===== config.mk =====
export PLATFORM = sky130hd
export DESIGN_NAME = phsm_ctrl
export DESIGN_NICKNAME = d
export VERILOG_FILES = /design/src/phsm_pkg.sv /design/src/phsm_ctrl.sv
export SDC_FILE = /design/constraint.sdc
export NUM_CORES = 1
export LEC_CHECK = 0
export BUFFER_PORTS_ARGS = -buffer_cell sky130_fd_sc_hd__buf_2
export CORE_AREA = 2 2 39 41
export CTS_BUF_LIST = sky130_fd_sc_hd__clkbuf_2 sky130_fd_sc_hd__clkbuf_4 sky130_fd_sc_hd__clkbuf_8
export CTS_CLUSTER_DIAMETER = 60
export DETAILED_ROUTE_END_ITERATION = 10
export DIE_AREA = 0 0 41 43
export PLACE_DENSITY = 0.3
export SYNTH_ARGS = -nofsm -noshare
export SYNTH_HDL_FRONTEND = slang
export SYNTH_SLANG_ARGS = --single-unit

===== constraint.sdc =====
create_clock -name clk -period 2.5 [get_ports clk]
set_input_delay 0.5 -clock clk [delete_from_list [all_inputs] [get_ports clk]]
set_output_delay 0.5 -clock clk [all_outputs]
set_load 0.005 [all_outputs]

===== src/phsm_pkg.sv =====
// shared types and constants for the packet handle slot manager
package phsm_pkg;

    localparam int KIND_W     = 2;
    localparam int HANDLE_W   = 32;
    localparam int TIME_W     = 32;
    localparam int SLOT_OUT_W = 8;
    localparam int STATUS_W   = 2;
    localparam int HOLD_W     = 8;
    localparam int APB_AW     = 2;
    localparam int APB_DW     = 32;

    localparam logic [KIND_W-1:0] KIND_SAVE     = 2'd0;
    localparam logic [KIND_W-1:0] KIND_RETRIEVE = 2'd1;
    localparam logic [KIND_W-1:0] KIND_DISCARD  = 2'd2;

    localparam logic [STATUS_W-1:0] STATUS_OK       = 2'd0;
    localparam logic [STATUS_W-1:0] STATUS_BUSY     = 2'd1;
    localparam logic [STATUS_W-1:0] STATUS_MISMATCH = 2'd2;
    localparam logic [STATUS_W-1:0] STATUS_EMPTY    = 2'd3;

    localparam logic [APB_AW-1:0] ADDR_HOLD  = 2'd0;
    localparam logic [HOLD_W-1:0] HOLD_RESET = 8'd1;

    // controller to datapath
    typedef struct packed {
        logic clear;   // write one zero entry of the clearing pass
        logic accept;  // latch the input beat and start the table read
        logic commit;  // write back and load the output register
    } phsm_cmd_t;

    // datapath to controller
    typedef struct packed {
        logic clear_last;  // clearing pass is on its last entry
        logic out_free;    // output register can take a result this cycle
    } phsm_stat_t;

endpackage


===== src/phsm_ctrl.sv =====
// sequencer: clearing pass, then accept / lookup-and-commit per item
module phsm_ctrl
(
    input  logic                clk,
    input  logic                rst_n,
    input  logic                in_valid,
    output logic                in_ready,
    input  phsm_pkg::phsm_stat_t stat,
    output phsm_pkg::phsm_cmd_t  cmd
);

    typedef enum logic [1:0]
    {
        ST_CLEAR,
        ST_IDLE,
        ST_EXEC
    } state_t;

    state_t state_reg;
    state_t state_next;

    assign in_ready = (state_reg == ST_IDLE);

    always_comb
    begin
        state_next = state_reg;
        cmd        = '0;
        case (state_reg)
            ST_CLEAR:
            begin
                cmd.clear = 1'b1;
                if (stat.clear_last)
                begin
                    state_next = ST_IDLE;
                end
            end
            ST_IDLE:
            begin
                if (in_valid)
                begin
                    cmd.accept = 1'b1;
                    state_next = ST_EXEC;
                end
            end
            ST_EXEC:
            begin
                // hold the result until the output register drains
                if (stat.out_free)
                begin
                    cmd.commit = 1'b1;
                    state_next = ST_IDLE;
                end
            end
            default:
            begin
                state_next = ST_CLEAR;
            end
        endcase
    end

    always_ff @(posedge clk or negedge rst_n)
    begin
        if (!rst_n)
        begin
            state_reg <= ST_CLEAR;
        end
        else
        begin
            state_reg <= state_next;
        end
    end

endmodule


Word-level counts from Yosys, hierarchy flattened
Cells that the tools add are included.
{ "totals": {"out_inout_bits": 4, "register_bits": 2, "in_bits": 5, "mem_count": 0, "ramBits": 0, "rom_bits": 0, "latchBits": 0, "elab_cells": 17} }
{ "op_classes": {"eq_ne": 5, "shifts": 0, "mul": 0, "n_reduce_logical": 2, "n_mux": 9, "magnitude_cmp": 0, "div_mod_pow": 0, "add_sub_neg": 0, "n_bitwise": 0} }
{ "op_table": {"columns": ["operator", "n"], "rows": [
  ["$mux W2", 3],
  ["$ne A2 B2 Y1 const B", 3],
  ["$pmux W2 S3", 1],
  ["$mux W1", 5],
  ["$reduce_and A3 Y1", 1],
  ["$eq A2 B1 Y1 const B", 1],
  ["$eq A2 B2 Y1 const B", 1],
  ["$logic_not A2 Y1", 1]
]} }

Logic depth before layout (Yosys ltp)
Gate-level depths: netlist of the first run.
{ "logic_depth": {"word_depth": 3, "ltp_mapped": 2, "ltp_nobuf": 2} }

Worst setup path before layout of the first run
Ideal clock, no wire load.
{ "synth_path": {"kind": "input to output", "from": "input port in_valid", "to": "output port cmd[1] (netlist bit)", "required_ps": 2000, "stages": 1, "setup_slack_ps": 1342, "arrival_ps": 658, "path_cell_list": "and3b_1"} }
{ "synth_between": {"elab_chain_len": 2} }
{ "synth_rtl": {"columns": ["element", "line", "text"], "rows": [
  ["start: declaration", "phsm_ctrl.sv:6", "input logic in_valid,"],
  ["$mux W1", "phsm_ctrl.sv:39", "if (in_valid)"],
  ["$mux W1", "phsm_ctrl.sv:28", "case (state_reg)"],
  ["end: declaration", "phsm_ctrl.sv:9", "output phsm_pkg::phsm_cmd_t cmd"]
]} }
Every way passes these cells.

Worst setup path after layout of the first run
{ "layout_path": {"from": "register state_reg[1]", "to": "output port in_ready"} }
{ "layout_between": {"elab_chain_len": 1} }
{ "layout_rtl": {"columns": ["element", "line", "text"], "rows": [
  ["start: declaration", "phsm_ctrl.sv:19", "state_t state_reg;"],
  ["start signal: assignment", "phsm_ctrl.sv:69", "state_reg <= state_next;"],
  ["$eq A2 B1 Y1", "phsm_ctrl.sv:22", "assign in_ready = (state_reg == ST_IDLE);"],
  ["end: declaration", "phsm_ctrl.sv:7", "output logic in_ready,"]
]} }
Every way passes these cells.

==> results.md, run 1 <==
- Sw Ratio: 32.15%
- Synth area leaders: dfrtp_1 (43%), mux2i_1 (8.7%), and2b_2 (7.6%)
- NumNets Final: 30
- Clk_skew: 0.002008 ns
- Area share of the largest cell type after synthesis: 43.48%
- Gpl congestion: 0.5919
- Crit. End Element: primary output
- CTS tree: built
- Sw power: 70.68 µW
- Final hold vios: 0
- Overflow after GRT: 0
- Reg power frac: 32.0%
- Pin count of the biggest net entering global routing: 7
- Max VDD drop: 247.6 µV
- I/O Pins: 9
- Worst-Skew Late Latency: 0.22 ns
- Layout cells sized above 1: 52.17%
- Clock Power Share: 32.0%
- Post-CTS sizing: 0
- WL final: 315 µm
- Antenna viol nets, final: 0
- Core ar.: 1384 µm²
- Reg clk slew, reported paths: 0.03 ns
- Sequential share of the synthesized area: 43.48%
- Antenna violations before repair: 0
- DRC violations left: 0
- Hold/Removal Path Class: in -> async
- Initial Utilization: 8.318%
- CTS H-tree depth: 1
- Die Area: 1763 µm²
- Die Span Y: 43 µm
- Total power: 219.8 µW
- IO Port Bufs: 8
- DRT iter0 DRCs: 2
- Max_slew headroom: 90.41%
- Maximum clock frequency: 0.6629 GHz
- Synth area leader: dfrtp_1
- Slew Viols, Final: 0
- # setup viols final: 0
- RSZ-0062 raised after global routing: false
- Total number of vias: 123
- Max FFs per register: 2
- Maximum capacitance violations: 0
- Crit path launch type: register
- CTS root buf: clkbuf_4
- CP Class: reg -> out
- Die Wd: 41 µm
- Worst-Margin Slew: 0.1399 ns
- Internal power: 149.1 µW
- Clock tree buffer depth: 2
- Final period utilization: 60.34%
- Avg Inst Size Synth: 9.593 µm²
- First-pass GRT wire length: 517 µm
- Post-CTS Setup Bufs: 0
- DR pass1 iterations: 2
- Vias in the first global route: 121
- CTS Buf Count: 3
- Comb power frac: 36.0%
- Status: complete, no violations
- Crit path arrival time: 1.01 ns
- Yosys reg bits: 2
- Synthesis-to-finish area growth: 71.74%
- Fillers: 160
- Synthesized Nets: 17
- Crit path max fanout: 6
- Standard-cell row count: 14
- TNS Setup: 0 ns
- Synth Instances: 12
- PwrDens: 1112 nW/µm²
- Wire per inst: 8.077 µm
- Cts hold-fix bufs: 0
- Yosys warns: 0
- Tot GR Track Use: 5.628%
- Post-Syn Area: 115.1 µm²
- Diodes inserted: 0
- Fin crit period: 1.509 ns
- Number of distinct library cells after synthesis: 10
- Sink Count: 2
- Vias per cell: 3.154
- P_leak: 0.1058 nW
- WP data required: 2.00 ns
-- cells in the mapped netlist --
master,count
and2b_2,1
and3b_1,1
dfrtp_1,2
inv_1,1
mux2i_1,1
nand2_1,1
nor2_1,2
nor3b_1,1
o2bb2ai_1,1
or2_1,1
-- worst max-delay path, stage by stage (launching register included) --
cell and delay [ns]:
dfrtp_1 0.41, and2b_2 0.25, buf_2 0.12
-- placed cells by master (no fill, tap or decap) --
master / netlist / routed
buf_2: 0 / 8
clkbuf_4: 0 / 3
nor2_1: 2 / 2
dfrtp_1: 2 / 2
and2b_2: 1 / 1
and3b_1: 1 / 1
nand2_1: 1 / 1
inv_1: 1 / 1
mux2i_1: 1 / 1
o2bb2ai_1: 1 / 1
nor3b_1: 1 / 1
or2_1: 1 / 1
-- routing by layer --
metal  vias up  routed length (µm)  track usage [%]
li1         62                   -                -
met1        52                 126            5.806
met2         9                 131            5.313
met3         0                  57            4.712
met4         0                   0            8.000
met5         -                   0                0
-- final cells by class --
| cell class | count | area [µm²] | share of cell area (%) |
|---|---|---|---|
| inverter | 1 | 3.754 | 1.899 |
| sequential | 2 | 50.05 | 25.32 |
| multi-input combinational | 9 | 61.31 | 31.01 |
| timing repair buffer | 8 | 40.04 | 20.25 |
| clock buffer | 3 | 22.52 | 11.39 |
| tap | 16 | 20.02 | 10.13 |
-- power groups by stage --
stage               Clock, mW  Combinational [mW]  Sequential [mW]
floorplan                   0              0.0466           0.0645
global placement            0              0.0788           0.0688
detailed placement          0              0.0803           0.0713
CTS                    0.0763              0.0809           0.0710
global route           0.0815              0.0917           0.0769
finish                 0.0703              0.0792           0.0704
-- per-stage QoR --
| step | hold slack (ns) | worst slack (ns) | util, % | area (µm²) | cells |
|---|---|---|---|---|---|
| 2_1_floorplan | 0.2044 | 1.342 | - | 115.1 | 12 |
| 3_3_place_gp | 0.2859 | 1.122 | 12.66 | 175.2 | 36 |
| 3_5_place_dp | 0.2866 | 1.118 | 12.66 | 175.2 | 36 |
| 4_1_cts | 0.04401 | 0.9698 | 14.29 | 197.7 | 39 |
| 5_1_grt | 0.03487 | 0.9177 | 14.29 | 197.7 | 39 |
| 6_report | 0.05525 | 0.9915 | 14.29 | 197.7 | 39 |
-- final timing paths --
check                                   from  slack [ns]           end  cells after the start
worst max register to register  state_reg[0]        1.54  state_reg[1]                      2
min in group clk                state_reg[0]        0.54  state_reg[0]                      1
max in group asynchronous              rst_n        2.35  state_reg[0]                      1
worst max-delay path            state_reg[1]        0.99      in_ready                      2
worst min-delay path                   rst_n        0.06  state_reg[1]                      1
worst min register to register  state_reg[0]        0.54  state_reg[0]                      1
-- cells by family (layout without fill, tap and decap cells) --
logic type | Yosys count | count (layout) | synth area share [%]
and+or+nand+nor | 7 | 7 | 36.96
muxes | 1 | 1 | 8.696
AOI/OAI and AO/OA | 1 | 1 | 7.610
DFF | 2 | 2 | 43.48
buffers and inverters | 1 | 12 | 3.258
(Power assumes the default switching activity.)
==> run 2, diff against run 1 <==
--- a/config.mk
+++ b/config.mk
@@ -5,6 +5,7 @@
 export SDC_FILE = /design/constraint.sdc
 export NUM_CORES = 1
 export LEC_CHECK = 0
+export ABC_AREA = 1
 export BUFFER_PORTS_ARGS = -buffer_cell sky130_fd_sc_hd__buf_2
 export CORE_AREA = 2 2 39 41
 export CTS_BUF_LIST = sky130_fd_sc_hd__clkbuf_2 sky130_fd_sc_hd__clkbuf_4 sky130_fd_sc_hd__clkbuf_8
==> constraint.sdc (replaced) <==
create_clock -name clk -period 1.4 [get_ports clk]
set_input_delay 0.28 -clock clk [delete_from_list [all_inputs] [get_ports clk]]
set_output_delay 0.28 -clock clk [all_outputs]
set_load 0.005 [all_outputs]
==> results.md, run 2 <==
- Antenna violations before repair: 0
- Top FF cell, synth: dfrtp_1
- Tot GR Track Use: 4.217%
- Post-Syn Area: 115.1 µm²
- Overflow after GRT: 0
- Yosys warns: 0
- CP Cell Sequence: inv_1, nand2_1, nor2_1, buf_2
- P_leak: 0.1289 nW
- Worst-Skew Late Latency: 0.22 ns
- Wire per inst: 6.674 µm
- Vias in the first global route: 138
- Final HPWL DP: 236.4 µm
- WP data required: 1.12 ns
- Sink Count: 2
- Hold/Removal Path Class: in -> async
- TNS Setup: 0 ns
- Standard-cell row count: 14
- # setup viols final: 0
- Sw Ratio: 36.55%
- CTS tree: built
- Synth Instances: 18
- Reg power frac: 28.3%
- Layout cells sized above 1: 36.67%
- Diodes inserted: 0
- Number of distinct library cells after synthesis: 8
- Asr flop ratio synth: 100.0%
- NumNets Final: 37
- Crit path arrival time: 0.98 ns
- Final hold vios: 0
- Die Wd: 41 µm
- Die Area: 1763 µm²
- Maximum clock frequency: 0.7963 GHz
- Vias per cell: 3.043
- Antenna viol nets, final: 0
- IO Port Bufs: 8
- DR pass1 iterations: 4
- Comb power frac: 39.8%
- RSZ-0062 raised after global routing: false
- Avg Inst Size Synth: 6.395 µm²
- Status: complete, no violations
- Area share of the largest cell type after synthesis: 43.48%
- Sequential share of the synthesized area: 43.48%
- Maximum capacitance violations: 0
- Simple-gate area share of the yosys netlist: 28.26%
- Max_slew headroom: 89.50%
- Crit path max fanout: 3
- I/O Pins: 9
- Clock tree buffer depth: 2
- Reg clk slew, reported paths: 0.03 ns
- Total power: 398.4 µW
- Max FFs per register: 2
- Worst hold slack: 0.3667 ns
- Post-CTS sizing: 0
- DRC violations left: 0
- Slew Viols, Final: 0
- Most common cell after layout, fill and taps aside: buf_2
- Internal power: 252.8 µW
- Synthesis-to-finish area growth: 80.44%
- Synth area leaders: dfrtp_1 (43%), inv_1 (20%), nand2_1 (9.8%)
- Synth area leader: dfrtp_1
- Register area: 50.05 µm²
- CTS root buf: clkbuf_4
- Clk_skew: 0.0002961 ns
- Worst path slowest cell: dfrtp_1
- Crit. End Element: primary output
- PwrDens: 1918 nW/µm²
- Number of enable flip-flop cells after synthesis: 0
- CP Class: reg -> out
- First-pass GRT wire length: 427 µm
- Final Core Density: 15.01%
- Fin crit period: 1.256 ns
- Crit path launch type: register
- Sw power: 145.6 µW
- Clock Power Share: 31.9%
- DRT iter0 DRCs: 1
- Xor/xnor cell area share of the yosys netlist: 0%
- Die Span Y: 43 µm
- CTS Buf Count: 3
- Max VDD drop: 588.1 µV
- Adder-cell share of the synthesized area: 0%
- Gpl congestion: 0.5286
- Worst-Margin Slew: 0.1558 ns
- WL final: 307 µm
- Setup slack, reg-to-reg: 0.58 ns
- Most frequent cell after synthesis: inv_1
- Most frequent cells in the layout: buf_2 (8), inv_1 (6), nor2_1 (3), nand2_1 (3), clkbuf_4 (3)
- Dominant combinational cell family by area after synthesis: simple AND/OR/NAND/NOR gates
- Post-synth top cells: inv_1 (6), nand2_1 (3), nor2_1 (3)
- Fillers: 163
- Mux share of post-synthesis cell area: 0%
- Initial Utilization: 8.318%
- CP delay by family, top: flip-flops
- Final period utilization: 89.70%
- CTS H-tree depth: 1
- Bufs and invs on worst path: 2
- Total number of vias: 140
- Complex-gate fraction of the synthesized area: 8.696%
- Multi-input logic area: 42.54 µm²
- Core ar.: 1384 µm²
- Pin count of the biggest net entering global routing: 5
- Biggest cell delay along the critical path: 0.38 ns
- Yosys reg bits: 2
- Synthesized Nets: 23
-- run 2: routing by layer --
layer	share of wire, %	global-route usage, %	vias to the layer above
met4	0	8.000	0
met1	45	3.537	56
met2	44	5.000	7
met5	0	0	-
met3	11	1.571	0
li1	-	-	77
-- run 2: cells by family after synthesis --
logic type,Yosys count
buf+inv,6
compound gates,2
simple gates,8
flops,2
-- run 2: metrics by stage --
step,worst slack (ns),cell area (µm²),std cells
final,0.1443,207.7,46
after global routing,0.07169,207.7,46
after CTS,0.1218,207.7,46
after detailed placement,0.3677,175.2,42
after global placement,0.3935,175.2,42
after floorplan,0.4994,115.1,18
-- run 2: final timing paths --
| check | startpoint | end | cells after the start |
|---|---|---|---|
| hold / removal | rst_n | state_reg[0] | 2 |
| max in group asynchronous | rst_n | state_reg[1] | 2 |
| setup reg to reg | state_reg[0] | state_reg[0] | 4 |
| min in group clk | stat[1] | state_reg[0] | 5 |
| setup / recovery | state_reg[1] | cmd[1] | 4 |
| hold reg to reg | state_reg[1] | state_reg[1] | 2 |
-- run 2: area by class of cell --
cell class                      count  share of cell area [%]
Clock buffer                        3                   10.84
Inverter                            6                   10.84
Multi-Input combinational cell     10                   20.48
Sequential cell                     2                   24.10
Tap cell                           16                   9.639
Timing Repair Buffer                9                   24.10
-- run 2: power groups by stage --
| stage | combinational, mW | sequential (mW) | clock, mW |
|---|---|---|---|
| CTS | 0.164 | 0.112 | 0.137 |
| global placement | 0.158 | 0.112 | 0 |
| floorplan | 0.0943 | 0.106 | 0 |
| global route | 0.188 | 0.117 | 0.137 |
| finish | 0.159 | 0.113 | 0.127 |
| detailed placement | 0.161 | 0.112 | 0 |
-- run 2: timing repair --
action	4_1_cts	5_1_grt
buffers inserted	0	0
hold endpoints to repair	2	0
hold buffers	1	0
